File: src/hdl/mft_pkg.sv
package mft_pkg;

   localparam int CAL_FRAMES     = 50;
   localparam int CHASSIS_MOTORS = 4;
   localparam int NUM_SLOTS      = CHASSIS_MOTORS + 6;
   localparam int ADDR_W         = $clog2(NUM_SLOTS);
   localparam int SLOT_W         = 4;
   localparam int ID_W           = 11;
   localparam int CNT_W          = 6;
   localparam int ANGLE_W        = 16;
   localparam int TURN_W         = 16;
   localparam int TOTAL_W        = 30;
   localparam int TURN_SHIFT     = 13;
   localparam int WRAP_LIMIT     = 4096;

   localparam logic [ID_W-1:0] CHASSIS_BASE_RST = 11'd513;
   localparam logic [ID_W-1:0] LIFT_A_RST       = 11'd517;
   localparam logic [ID_W-1:0] LIFT_B_RST       = 11'd518;
   localparam logic [ID_W-1:0] GRAB_A_RST       = 11'd513;
   localparam logic [ID_W-1:0] GRAB_B_RST       = 11'd514;
   localparam logic [ID_W-1:0] YAW_RST          = 11'd517;
   localparam logic [ID_W-1:0] PITCH_RST        = 11'd518;

   localparam logic [ADDR_W-1:0] SLOT_LIFT_A = ADDR_W'(CHASSIS_MOTORS);
   localparam logic [ADDR_W-1:0] SLOT_LIFT_B = ADDR_W'(CHASSIS_MOTORS + 1);
   localparam logic [ADDR_W-1:0] SLOT_GRAB_A = ADDR_W'(CHASSIS_MOTORS + 2);
   localparam logic [ADDR_W-1:0] SLOT_GRAB_B = ADDR_W'(CHASSIS_MOTORS + 3);
   localparam logic [ADDR_W-1:0] SLOT_YAW    = ADDR_W'(CHASSIS_MOTORS + 4);
   localparam logic [ADDR_W-1:0] SLOT_PITCH  = ADDR_W'(CHASSIS_MOTORS + 5);

   typedef enum logic [2:0] {
      CSR_CHASSIS_BASE = 3'd0,
      CSR_LIFT_A       = 3'd1,
      CSR_LIFT_B       = 3'd2,
      CSR_GRAB_A       = 3'd3,
      CSR_GRAB_B       = 3'd4,
      CSR_YAW          = 3'd5,
      CSR_PITCH        = 3'd6
   } csr_index_type;

   typedef struct packed {
      logic [CNT_W-1:0]   count;
      logic [ANGLE_W-1:0] prev_angle;
      logic [TURN_W-1:0]  turns;
      logic [ANGLE_W-1:0] offset;
   } entry_type;

   localparam int ENTRY_W = $bits(entry_type);

   typedef struct packed {
      logic              hit;
      logic [ADDR_W-1:0] slot;
   } route_type;

   typedef struct packed {
      logic                      calibrating;
      logic [TURN_W-1:0]         turns;
      logic signed [TOTAL_W-1:0] net_angle;
   } update_type;

endpackage

File: src/hdl/mft_if.sv
interface mft_req_if;
   logic               valid;
   logic               ready;
   logic               bus;
   logic [10:0]        frame_id;
   logic [15:0]        angle_raw;
   logic signed [15:0] speed_raw;
   logic [15:0]        current_raw;
   logic [7:0]         hall_byte;

   modport source (output valid, output bus, output frame_id, output angle_raw,
                   output speed_raw, output current_raw, output hall_byte,
                   input ready);
   modport sink (input valid, input bus, input frame_id, input angle_raw,
                 input speed_raw, input current_raw, input hall_byte,
                 output ready);
endinterface

interface mft_rsp_if;
   logic               valid;
   logic               ready;
   logic [3:0]         slot;
   logic               calibrating;
   logic [15:0]        angle;
   logic signed [15:0] speed;
   logic [15:0]        current;
   logic [7:0]         hall;
   logic signed [15:0] turns;
   logic signed [29:0] net_angle;

   modport source (output valid, output slot, output calibrating, output angle,
                   output speed, output current, output hall, output turns,
                   output net_angle, input ready);
   modport sink (input valid, input slot, input calibrating, input angle,
                 input speed, input current, input hall, input turns,
                 input net_angle, output ready);
endinterface

File: src/hdl/mft_ram.sv
module mft_ram #(
   parameter int WIDTH = 8,
   parameter int DEPTH = 16
) (
   input  logic                     clock,
   input  logic                     wr_en,
   input  logic [$clog2(DEPTH)-1:0] wr_addr,
   input  logic [WIDTH-1:0]         wr_data,
   input  logic                     rd_en,
   input  logic [$clog2(DEPTH)-1:0] rd_addr,
   output logic [WIDTH-1:0]         rd_data
);

   logic [WIDTH-1:0] mem_ff [DEPTH];
   logic [WIDTH-1:0] rd_data_ff;

   always_ff @(posedge clock) begin
      if (wr_en) begin
         mem_ff[wr_addr] <= wr_data;
      end
      if (rd_en) begin
         rd_data_ff <= mem_ff[rd_addr];
      end
   end

   assign rd_data = rd_data_ff;

endmodule

File: src/hdl/mft_router.sv
module mft_router (
   input  logic                       clock,
   input  logic                       reset,
   input  logic                       csr_wr_en,
   input  logic [2:0]                 csr_index,
   input  logic [mft_pkg::ID_W-1:0]   csr_wr_data,
   input  logic                       bus,
   input  logic [mft_pkg::ID_W-1:0]   frame_id,
   output mft_pkg::route_type         route
);

   logic [mft_pkg::ID_W-1:0] base_ff, lift_a_ff, lift_b_ff;
   logic [mft_pkg::ID_W-1:0] grab_a_ff, grab_b_ff, yaw_ff, pitch_ff;
   logic [mft_pkg::ID_W:0]   diff;

   always_ff @(posedge clock) begin
      if (reset) begin
         base_ff   <= mft_pkg::CHASSIS_BASE_RST;
         lift_a_ff <= mft_pkg::LIFT_A_RST;
         lift_b_ff <= mft_pkg::LIFT_B_RST;
         grab_a_ff <= mft_pkg::GRAB_A_RST;
         grab_b_ff <= mft_pkg::GRAB_B_RST;
         yaw_ff    <= mft_pkg::YAW_RST;
         pitch_ff  <= mft_pkg::PITCH_RST;
      end else if (csr_wr_en) begin
         case (csr_index)
            mft_pkg::CSR_CHASSIS_BASE: base_ff   <= csr_wr_data;
            mft_pkg::CSR_LIFT_A:       lift_a_ff <= csr_wr_data;
            mft_pkg::CSR_LIFT_B:       lift_b_ff <= csr_wr_data;
            mft_pkg::CSR_GRAB_A:       grab_a_ff <= csr_wr_data;
            mft_pkg::CSR_GRAB_B:       grab_b_ff <= csr_wr_data;
            mft_pkg::CSR_YAW:          yaw_ff    <= csr_wr_data;
            mft_pkg::CSR_PITCH:        pitch_ff  <= csr_wr_data;
            default: ;
         endcase
      end
   end

   assign diff = {1'b0, frame_id} - {1'b0, base_ff};

   // Priority follows the listed order; the chassis range wins over lift ids.
   always_comb begin
      route.hit  = 1'b0;
      route.slot = '0;
      if (!bus) begin
         if (!diff[mft_pkg::ID_W] &&
             diff[mft_pkg::ID_W-1:0] < mft_pkg::ID_W'(mft_pkg::CHASSIS_MOTORS)) begin
            route.hit  = 1'b1;
            route.slot = diff[mft_pkg::ADDR_W-1:0];
         end else if (frame_id == lift_a_ff) begin
            route.hit  = 1'b1;
            route.slot = mft_pkg::SLOT_LIFT_A;
         end else if (frame_id == lift_b_ff) begin
            route.hit  = 1'b1;
            route.slot = mft_pkg::SLOT_LIFT_B;
         end
      end else begin
         if (frame_id == grab_a_ff) begin
            route.hit  = 1'b1;
            route.slot = mft_pkg::SLOT_GRAB_A;
         end else if (frame_id == grab_b_ff) begin
            route.hit  = 1'b1;
            route.slot = mft_pkg::SLOT_GRAB_B;
         end else if (frame_id == yaw_ff) begin
            route.hit  = 1'b1;
            route.slot = mft_pkg::SLOT_YAW;
         end else if (frame_id == pitch_ff) begin
            route.hit  = 1'b1;
            route.slot = mft_pkg::SLOT_PITCH;
         end
      end
   end

endmodule

File: src/hdl/mft_update.sv
module mft_update (
   input  mft_pkg::entry_type              entry,
   input  logic [mft_pkg::ANGLE_W-1:0]     angle,
   output mft_pkg::entry_type              entry_next,
   output mft_pkg::update_type             upd
);

   logic signed [mft_pkg::ANGLE_W:0] step;
   logic [mft_pkg::TURN_W-1:0]       turns_new;
   logic                             calibrating;

   assign calibrating = entry.count <= mft_pkg::CNT_W'(mft_pkg::CAL_FRAMES);
   assign step = $signed({1'b0, angle}) - $signed({1'b0, entry.prev_angle});

   // A large forward step means the encoder wrapped backward, and vice versa.
   always_comb begin
      turns_new = entry.turns;
      if (step > (mft_pkg::ANGLE_W+1)'(mft_pkg::WRAP_LIMIT)) begin
         turns_new = entry.turns - 1'b1;
      end else if (step < -(mft_pkg::ANGLE_W+1)'(mft_pkg::WRAP_LIMIT)) begin
         turns_new = entry.turns + 1'b1;
      end
   end

   always_comb begin
      entry_next            = entry;
      entry_next.prev_angle = angle;
      upd.calibrating       = calibrating;
      if (calibrating) begin
         entry_next.count  = entry.count + 1'b1;
         entry_next.offset = angle;
         upd.turns         = entry.turns;
         upd.net_angle     = '0;
      end else begin
         entry_next.turns = turns_new;
         upd.turns        = turns_new;
         upd.net_angle    = $signed({turns_new[mft_pkg::TURN_W-1], turns_new,
                                     mft_pkg::TURN_SHIFT'(0)})
                            + $signed({14'd0, angle})
                            - $signed({14'd0, entry.offset});
      end
   end

endmodule

File: src/hdl/motor_feedback_multiturn_tracker.sv
// Routes each received motor feedback frame to one of ten motor slots and keeps a
// per-slot multi-turn angle. Slot state sits in one small RAM; a frame is read in
// the cycle it is accepted, and updated and written back when the result register
// is free, with the result beat registered in that same cycle. A frame is accepted every
// cycle while results are taken; two frames in a row to the same slot are served
// by forwarding the written entry. Frames that match no slot give no result.
// The first 51 frames of a slot only capture its zero offset and report zero
// speed, current, hall and net angle.
module motor_feedback_multiturn_tracker (
   input  logic                     clock,
   input  logic                     reset,
   input  logic                     csr_wr_en,
   input  logic [2:0]               csr_index,
   input  logic [10:0]              csr_wr_data,
   mft_req_if.sink                  req_chan,
   mft_rsp_if.source                rsp_chan
);

   mft_pkg::route_type  route;
   mft_pkg::entry_type  entry, entry_next, ram_rd_entry, fwd_entry_ff;
   mft_pkg::update_type upd;

   logic                           s1_valid_ff, s1_valid_in;
   logic [mft_pkg::ADDR_W-1:0]     s1_slot_ff;
   logic [15:0]                    s1_angle_ff, s1_current_ff;
   logic signed [15:0]             s1_speed_ff;
   logic [7:0]                     s1_hall_ff;
   logic                           fwd_ff, fwd_in;
   logic [mft_pkg::NUM_SLOTS-1:0]  entry_valid_ff;
   logic                           out_free, s1_adv, accept;
   logic [mft_pkg::ENTRY_W-1:0]    ram_rd_data;

   logic                           rsp_valid_ff, rsp_valid_in;
   logic [3:0]                     rsp_slot_ff;
   logic                           rsp_cal_ff;
   logic [15:0]                    rsp_angle_ff, rsp_current_ff;
   logic signed [15:0]             rsp_speed_ff, rsp_turns_ff;
   logic [7:0]                     rsp_hall_ff;
   logic signed [29:0]             rsp_total_ff;

   mft_router u_router (
      .clock       (clock),
      .reset       (reset),
      .csr_wr_en   (csr_wr_en),
      .csr_index   (csr_index),
      .csr_wr_data (csr_wr_data),
      .bus         (req_chan.bus),
      .frame_id    (req_chan.frame_id),
      .route       (route)
   );

   assign out_free       = !rsp_valid_ff || rsp_chan.ready;
   assign s1_adv         = s1_valid_ff && out_free;
   assign req_chan.ready = !s1_valid_ff || out_free;
   assign accept         = req_chan.valid && req_chan.ready;

   mft_ram #(
      .WIDTH (mft_pkg::ENTRY_W),
      .DEPTH (mft_pkg::NUM_SLOTS)
   ) u_ram (
      .clock   (clock),
      .wr_en   (s1_adv),
      .wr_addr (s1_slot_ff),
      .wr_data (entry_next),
      .rd_en   (accept),
      .rd_addr (route.slot),
      .rd_data (ram_rd_data)
   );

   assign ram_rd_entry = ram_rd_data;

   // The RAM read issued alongside a write to the same slot returns stale data.
   always_comb begin
      if (fwd_ff) begin
         entry = fwd_entry_ff;
      end else if (entry_valid_ff[s1_slot_ff]) begin
         entry = ram_rd_entry;
      end else begin
         entry = '0;
      end
   end

   mft_update u_update (
      .entry      (entry),
      .angle      (s1_angle_ff),
      .entry_next (entry_next),
      .upd        (upd)
   );

   assign s1_valid_in  = accept ? route.hit : (s1_valid_ff && !s1_adv);
   assign fwd_in       = s1_adv && (s1_slot_ff == route.slot);
   assign rsp_valid_in = s1_adv || (rsp_valid_ff && !rsp_chan.ready);

   always_ff @(posedge clock) begin
      if (reset) begin
         s1_valid_ff    <= 1'b0;
         rsp_valid_ff   <= 1'b0;
         entry_valid_ff <= '0;
         fwd_ff         <= 1'b0;
      end else begin
         s1_valid_ff  <= s1_valid_in;
         rsp_valid_ff <= rsp_valid_in;
         if (accept) begin
            fwd_ff <= fwd_in;
         end
         if (s1_adv) begin
            entry_valid_ff[s1_slot_ff] <= 1'b1;
         end
      end
   end

   always_ff @(posedge clock) begin
      if (accept) begin
         s1_slot_ff    <= route.slot;
         s1_angle_ff   <= req_chan.angle_raw;
         s1_speed_ff   <= req_chan.speed_raw;
         s1_current_ff <= req_chan.current_raw;
         s1_hall_ff    <= req_chan.hall_byte;
         fwd_entry_ff  <= entry_next;
      end
      if (s1_adv) begin
         rsp_slot_ff    <= 4'(s1_slot_ff);
         rsp_cal_ff     <= upd.calibrating;
         rsp_angle_ff   <= s1_angle_ff;
         rsp_speed_ff   <= upd.calibrating ? 16'sd0 : s1_speed_ff;
         rsp_current_ff <= upd.calibrating ? 16'd0 : s1_current_ff;
         rsp_hall_ff    <= upd.calibrating ? 8'd0 : s1_hall_ff;
         rsp_turns_ff   <= $signed(upd.turns);
         rsp_total_ff   <= upd.net_angle;
      end
   end

   assign rsp_chan.valid       = rsp_valid_ff;
   assign rsp_chan.slot        = rsp_slot_ff;
   assign rsp_chan.calibrating = rsp_cal_ff;
   assign rsp_chan.angle       = rsp_angle_ff;
   assign rsp_chan.speed       = rsp_speed_ff;
   assign rsp_chan.current     = rsp_current_ff;
   assign rsp_chan.hall        = rsp_hall_ff;
   assign rsp_chan.turns       = rsp_turns_ff;
   assign rsp_chan.net_angle   = rsp_total_ff;

   a_hit_enters_stage: assert property (@(posedge clock) disable iff (reset)
      accept && route.hit |=> s1_valid_ff)
      else $error("matched frame did not enter the update stage");

   a_cal_zero: assert property (@(posedge clock) disable iff (reset)
      rsp_valid_ff && rsp_cal_ff |-> rsp_speed_ff == 16'sd0 && rsp_current_ff == 16'd0
                                    && rsp_hall_ff == 8'd0 && rsp_total_ff == 30'sd0)
      else $error("calibration beat carries measurements");

   a_fwd_after_write: assert property (@(posedge clock) disable iff (reset)
      $past(accept) && fwd_ff |-> $past(s1_adv))
      else $error("forwarded entry without a preceding write");

   a_write_moves_beat: assert property (@(posedge clock) disable iff (reset)
      s1_adv |=> rsp_valid_ff)
      else $error("slot write without a result beat");

endmodule

File: src/flat_wrapper.sv
// flat-port wrapper written by rule: the top's interface ports become plain ports
module motor_feedback_multiturn_tracker_flat 
  (clock, reset, csr_wr_en, csr_index, csr_wr_data, req_chan_valid, req_chan_bus, req_chan_frame_id, req_chan_angle_raw, req_chan_speed_raw, req_chan_current_raw, req_chan_hall_byte, req_chan_ready, rsp_chan_valid, rsp_chan_slot, rsp_chan_calibrating, rsp_chan_angle, rsp_chan_speed, rsp_chan_current, rsp_chan_hall, rsp_chan_turns, rsp_chan_net_angle, rsp_chan_ready);
  mft_req_if req_chan_i ();
  mft_rsp_if rsp_chan_i ();
  input  logic clock;
  input  logic reset;
  input  logic csr_wr_en;
  input  logic [2:0] csr_index;
  input  logic [10:0] csr_wr_data;
  input wire logic [$bits(req_chan_i.valid)-1:0] req_chan_valid;
  input wire logic [$bits(req_chan_i.bus)-1:0] req_chan_bus;
  input wire logic [$bits(req_chan_i.frame_id)-1:0] req_chan_frame_id;
  input wire logic [$bits(req_chan_i.angle_raw)-1:0] req_chan_angle_raw;
  input wire logic [$bits(req_chan_i.speed_raw)-1:0] req_chan_speed_raw;
  input wire logic [$bits(req_chan_i.current_raw)-1:0] req_chan_current_raw;
  input wire logic [$bits(req_chan_i.hall_byte)-1:0] req_chan_hall_byte;
  output wire logic [$bits(req_chan_i.ready)-1:0] req_chan_ready;
  output wire logic [$bits(rsp_chan_i.valid)-1:0] rsp_chan_valid;
  output wire logic [$bits(rsp_chan_i.slot)-1:0] rsp_chan_slot;
  output wire logic [$bits(rsp_chan_i.calibrating)-1:0] rsp_chan_calibrating;
  output wire logic [$bits(rsp_chan_i.angle)-1:0] rsp_chan_angle;
  output wire logic [$bits(rsp_chan_i.speed)-1:0] rsp_chan_speed;
  output wire logic [$bits(rsp_chan_i.current)-1:0] rsp_chan_current;
  output wire logic [$bits(rsp_chan_i.hall)-1:0] rsp_chan_hall;
  output wire logic [$bits(rsp_chan_i.turns)-1:0] rsp_chan_turns;
  output wire logic [$bits(rsp_chan_i.net_angle)-1:0] rsp_chan_net_angle;
  input wire logic [$bits(rsp_chan_i.ready)-1:0] rsp_chan_ready;
  assign req_chan_i.valid = req_chan_valid;
  assign req_chan_i.bus = req_chan_bus;
  assign req_chan_i.frame_id = req_chan_frame_id;
  assign req_chan_i.angle_raw = req_chan_angle_raw;
  assign req_chan_i.speed_raw = req_chan_speed_raw;
  assign req_chan_i.current_raw = req_chan_current_raw;
  assign req_chan_i.hall_byte = req_chan_hall_byte;
  assign req_chan_ready = req_chan_i.ready;
  assign rsp_chan_valid = rsp_chan_i.valid;
  assign rsp_chan_slot = rsp_chan_i.slot;
  assign rsp_chan_calibrating = rsp_chan_i.calibrating;
  assign rsp_chan_angle = rsp_chan_i.angle;
  assign rsp_chan_speed = rsp_chan_i.speed;
  assign rsp_chan_current = rsp_chan_i.current;
  assign rsp_chan_hall = rsp_chan_i.hall;
  assign rsp_chan_turns = rsp_chan_i.turns;
  assign rsp_chan_net_angle = rsp_chan_i.net_angle;
  assign rsp_chan_i.ready = rsp_chan_ready;
  motor_feedback_multiturn_tracker u_core (.clock(clock), .reset(reset), .csr_wr_en(csr_wr_en), .csr_index(csr_index), .csr_wr_data(csr_wr_data), .req_chan(req_chan_i), .rsp_chan(rsp_chan_i));
endmodule
File: config.mk
export PLATFORM = sky130hd
export DESIGN_NAME = motor_feedback_multiturn_tracker_flat
export DESIGN_NICKNAME = d
export VERILOG_FILES = /design/src/hdl/mft_pkg.sv /design/src/hdl/mft_if.sv /design/src/hdl/mft_ram.sv /design/src/hdl/mft_router.sv /design/src/hdl/mft_update.sv /design/src/hdl/motor_feedback_multiturn_tracker.sv /design/src/flat_wrapper.sv
export SDC_FILE = /design/constraint.sdc
export NUM_CORES = 1
export LEC_CHECK = 0
export BUFFER_PORTS_ARGS = -buffer_cell sky130_fd_sc_hd__buf_2
export CELL_PAD_IN_SITES_DETAIL_PLACEMENT = 0
export CELL_PAD_IN_SITES_GLOBAL_PLACEMENT = 1
export CORE_MARGIN = 5
export CORE_UTILIZATION = 25
export DETAILED_ROUTE_END_ITERATION = 10
export PLACE_DENSITY = 0.51
export SETUP_SLACK_MARGIN = 0.15
export SLEW_MARGIN = 20
export SYNTH_ARGS = -nofsm -noshare
export SYNTH_HDL_FRONTEND = slang
export SYNTH_HIERARCHICAL = 1
export SYNTH_SLANG_ARGS = --single-unit
File: constraint.sdc
create_clock -name clock -period 9.75 [get_ports clock]
set_clock_uncertainty 0.1 [all_clocks]
set_input_delay 0 -clock clock [delete_from_list [all_inputs] [get_ports clock]]
set_output_delay 0 -clock clock [all_outputs]
set_load 0.01 [all_outputs]
Word-level counts from Yosys, hierarchy flattened
Memory sizes are Yosys's and may differ from the RTL's. A register that Yosys moved wholly into a read port is not among the register bits.
Index checks and enable logic that the tools add are counted.
Cells by class
  add/sub/neg operators: 7
  magnitude comparators: 6
  equality and inequality tests: 13
  mux-type cells: 23
  bitwise logic cells: 1
  reduce and logical (&&, ||, !) cells: 23
Operators by type and width (number)
  two-way mux 54 bit: 2
  == test 11 bit: 6
  two-way mux 16 bit: 4
  two-way mux 46 bit: 1
  two-way mux 5 bit: 8
  adder 29 x 17 -> 30 bit: 1
  subtractor 30 x 17 -> 30 bit: 1
  > comparator 17 x 14 -> 1 bit (second input constant): 1
  less-than comparator 17 x 13 -> 1 bit (second input constant): 1
  subtractor 16 x 16 -> 17 bit: 1
  adder 16 x 1 -> 16 bit (second input constant): 1
  subtractor 16 x 1 -> 16 bit (second input constant): 1
  AND reduction 2 bit: 7
  subtractor 11 x 11 -> 12 bit: 1
  less-than comparator 11 x 3 -> 1 bit (second input constant): 1
  OR 10 bit: 1
  == test 3 bit (second input constant): 3
  logical AND 1 bit: 7
  adder 6 x 1 -> 6 bit (second input constant): 1
  == test 3 x 2 -> 1 bit (second input constant): 2
  <= comparator 6 bit (second input constant): 1
  two-way mux 6 bit: 1
  logical NOT 1 bit: 5
  less-than comparator 4 x 5 -> 1 bit (second input constant): 1
  8 further kinds: 14
Storage, ports and cells
  register bits: 311
  RAM bits: 540
  logic and storage cells: 102
  memories kept: 1
Memory list
  u_core.u_ram.mem_ff: depth 10, width 54, read ports 1, clocked after Yosys merged registers in 1, wr ports 1, line mft_ram.sv:14  | logic [WIDTH-1:0] mem_ff [DEPTH];

Depth between registers and ports, before layout
  word-level depth: 11
  depth in mapped cells: 31
  gate-level depth less buffers: 27

Modules after synthesis
Netlist, hierarchy kept.
By module, submodules not included
  mft_ram: instances 1, cells each 1164, area each 22728.0 um^2, seq. area each 17837.1 um^2
  motor_feedback_multiturn_tracker: instances 1, cells each 402, area each 8142.8 um^2, seq. area each 6896.6 um^2
  mft_update: instances 1, cells each 666, area each 4620.7 um^2, seq. area each 0.0 um^2
  mft_router: instances 1, cells each 546, area each 4141.5 um^2, seq. area each 1541.5 um^2

Least setup slack after synthesis
No wires, ideal clock.
  path kind: register to register
  start: reg u_core.rsp_valid_ff (netlist: u_core/rsp_chan.valid)
  end: mem u_core/u_ram/mem_ff[4][0] in the netlist's numbering (enable)
  library setup time: 0.532 ns
  arrival time: 9.977 ns
  data required time: 9.118 ns
  slack: -0.859 ns
  stages on the path, launching flop included: 5
  buffers on the path: 0
  path through: dfxtp_1 > nor2b_1 > nor2b_1 > nand3b_1 > nor3_1
On the way
  word-level cells in the longest chain between the ends: 5
Ends and longest elaborated chain
  start: declaration: line motor_feedback_multiturn_tracker.sv:33  | logic rsp_valid_ff, rsp_valid_in;
  start signal: assignment: line motor_feedback_multiturn_tracker.sv:102  | rsp_valid_ff <= rsp_valid_in;
  logical NOT 1 bit: line motor_feedback_multiturn_tracker.sv:52  | assign out_free = !rsp_valid_ff || rsp_chan.ready;
  logical OR 1 bit: line motor_feedback_multiturn_tracker.sv:52
  logical AND 1 bit: line motor_feedback_multiturn_tracker.sv:53  | assign s1_adv = s1_valid_ff && out_free;
  net u_core.s1_adv: line motor_feedback_multiturn_tracker.sv:30  | logic out_free, s1_adv, accept;
  two-way mux 1 bit: line mft_ram.sv:18  | if (wr_en) begin
  two-way mux 1 bit (not written as such): line mft_ram.sv:19  | mem_ff[wr_addr] <= wr_data;
  end: declaration: line mft_ram.sv:14
The timed path passes the listed nets, and every way through them passes these cells.

==> impl_metrics.ini <==
[outcome]
outcome = complete, no violations

[timing]
fin_tns_setup_ns = 0
final_max_slew_viol_count = 0
slew-limit-headroom = 0.2843
post-route-period-util = 0.8042
final_hold_viol_count = 0
max_freq_mhz = 127.5
worst_slew_pin_slew_ns = 1.062
report.final.setup_viol = 0
rsz0062_at_grt = no
fin_crit_ns = 7.841

[power_and_ir_drop]
vdd_drop_max_v = 0.0001424
leakage_nw = 15.90
powerDensity_nw_per_um2 = 188.8

[synth]
synth.ff_latch_count = 905
syn_inst = 2778
synth.area.top_cells = edfxtp_1 (62%), dfxtp_1 (4.5%), mux2_2 (3.5%)
syn_nets = 2944
synth_area_leader_cell = edfxtp_1
syn_area_um2 = 39630
yosysSeqAreaShare = 0.6630
async_reset_ff_frac = 0
yosys_warnings = 6
synth_top_cells_by_count = edfxtp_1 (815), nand2_1 (266), mux2_2 (124), mux2i_1 (118), a21oi_1 (113)
yosysTopAreaCellShare = 0.6175
synth.most_common_cell = edfxtp_1
synthFlopType = edfxtp_1
syn_avg_cell_area_um2 = 14.27
synth_edf_count = 815
synthDistinctLibCells = 96

[setup_path]
critPathSlowestCell = edfxtp_1
crit_fanout = 26
critical_path_class = reg -> reg
critPathMaxStageDelay_ns = 0.74
cp.arrival_ns = 8.17
crit_chain = mux2i_1, a311oi_1, a31o_4, a22o_1, inv_1, ha_1, nor2b_4, o21ai_1, or3b_2, a211oi_1, o2111ai_1, o41ai_4, a21oi_4, a221o_1, fa_1, inv_1, ha_1, and3_1, a21oi_1, o31ai_1, a21oi_1, a21boi_0, xnor2_1, nor2_1
cp_data_required_time_ns = 10.08
crit_path_start_kind = flip-flop
crit_family = compound AO/OA/AOI/OAI gates
worst-path-buf-inv = 2
endpoint_kind = flip-flop

[place]
io_buffers = 195
dp_hpwl_um = 62930
placed_cell_area_um2 = 42730
routabilityCongestion = 0.7762

[route]
wl_per_cell_um = 20.61
drt.antenna.violating_nets = 0
wl_um = 108500
drt_iter0_drc = 1634
drc = 0
viasPerCell = 4.511
first_pass_iters = 5
vias = 23740

[final_layout]
nets = 3267
fill_cells = 15770
finalInstanceArea_um2 = 47660
area_growth_pct = 20.26
layout-drive-gt1-share = 0.1898

[floorplan]
io_pins = 196
die-area_um2 = 166600
core_um2 = 158000
fp.dieW_um = 408.2
fp.dieH_um = 408.2
row_count = 146
initial_core_util = 0.2508

[min_path]
hp-class = in -> reg

[job]
maxCapViolations = 0

[global_route]
grt_pass1_wl_um = 160300
met3_usage = 0.02095
antenna_found_initial = 2
track_usage = 0.1261
top_usage_layer = met2
grt_pass1_vias = 23710
overflow = 0
use_met2 = 0.2054
grt_max_degree = 126
grtUsageMet1 = 0.1752

[clock_tree]
cts.sinks = 905
hold_buffers = 146
postCtsSetupBuffers = 0
path_clk_slew_ns = 0.06
cts_buffer_depth = 3
worst_skew_pair.late_latency_ns = 0.72
cts_tree = built
post_cts_resized = 0
cts_buffers = 104
ctsRootBufferMaster = clkbuf_16
htree_levels = 3
worst min-delay path, cell delays in order:
cell           delay [ns]
dlygate4sd3_1        0.52
buf_2                0.20
nand2_1              0.08
a21oi_1              0.05
logic make-up after synthesis:
logic type      after synthesis  synth area share
flops                       905            0.6630
buf+inv                     263           0.03586
fa+ha+maj                    79           0.02608
mux                         280           0.07583
simple gates                596           0.07274
compound gates              514           0.09537
xor+xnor                    141           0.03116
per-stage QoR:
stage | hold WS (ns) | total power (W) | setup slack, ns | utilization | cells
6_report | 0.1348 | 0.009000 | 1.909 | 0.3016 | 5262
4_1_cts | 0.08692 | 0.009135 | 1.925 | 0.3014 | 5260
5_1_grt | 0.1248 | 0.009370 | 1.291 | 0.3016 | 5260
3_5_place_dp | 0.07841 | 0.005153 | 1.909 | 0.2704 | 4921
2_1_floorplan | -0.03093 | 0.004941 | 1.473 | - | 2778
3_3_place_gp | 0.07672 | 0.005156 | 1.989 | 0.2701 | 4920
flip-flops by register name, indices dropped and copies added, names as in the netlist, 16 cells and up:
name / cells
u_core/s1_current_ff: 16
u_core/rsp_chan.turns: 16
u_core/rsp_chan.angle: 16
u_core/rsp_chan.speed: 16
u_core/rsp_chan.net_angle: 30
u_core/s1_speed_ff: 16
u_core/fwd_entry_ff: 54
u_core/rsp_chan.current: 16
u_core/s1_angle_ff: 16
u_core/u_ram/rd_data: 54
u_core/u_ram/mem_ff: 540
power breakdown:
part	switching (W)	leakage (nW)	internal (W)
registers	0.0000276	8.23	0.00430
logic	0.000476	6.00	0.000312
clock network	0.00159	1.66	0.00230
total	0.00209	15.9	0.00691
area by class of cell:
cell class | instances | area, um^2 | area share
Tap cell | 2072 | 2592 | 0.05439
Timing Repair Buffer | 399 | 2918 | 0.06122
Sequential cell | 905 | 26280 | 0.5513
Antenna cell | 2 | 5.005 | 0.0001050
Inverter | 81 | 306.5 | 0.006431
Clock inverter | 57 | 671.9 | 0.01410
Multi-Input combinational cell | 1610 | 12130 | 0.2545
Clock buffer | 136 | 2763 | 0.05796
layout by cell type (no fill, tap or decap), drive strengths merged, types with 16 or more instances in the layout:
cell / Yosys / final
a31oi: 18 / 18
clkinv: 1 / 41
a22o: 110 / 110
nor2: 95 / 95
nand3: 27 / 27
a21oi: 116 / 116
inv: 80 / 85
xor2: 67 / 67
buf: 95 / 253
dlygate4sd3: 0 / 146
xnor2: 74 / 74
edfxtp: 815 / 815
nor2b: 52 / 52
nand2: 267 / 267
nand2b: 23 / 23
a21o: 16 / 16
mux2: 162 / 162
nor3: 33 / 33
dfxtp: 90 / 90
ha: 73 / 73
clkbuf: 87 / 136
o31ai: 61 / 61
o21ai: 48 / 48
mux2i: 118 / 118
o22ai: 57 / 57
nand3b: 20 / 20
worst paths after layout:
path | end | start | slack (ns) | cells past startpoint
max | u_core/rsp_chan.net_angle[27] | u_core/s1_slot_ff[1] | 1.91 | 24
min | u_core/u_router/lift_b_ff[7] | csr_wr_data[7] | 0.13 | 4
max reg2reg | u_core/rsp_chan.net_angle[27] | u_core/s1_slot_ff[1] | 1.91 | 24
min reg2reg | u_core/u_router/base_ff[8] | u_core/u_router/base_ff[8] | 0.36 | 2
per-layer routing:
layer | vias to the layer above | wire length [um]
li1 | 11120 | -
met1 | 11970 | 51720
met2 | 502 | 50030
met3 | 139 | 4274
met4 | 2 | 2443
met5 | - | 7
Power figures use the tool's default switching activity.
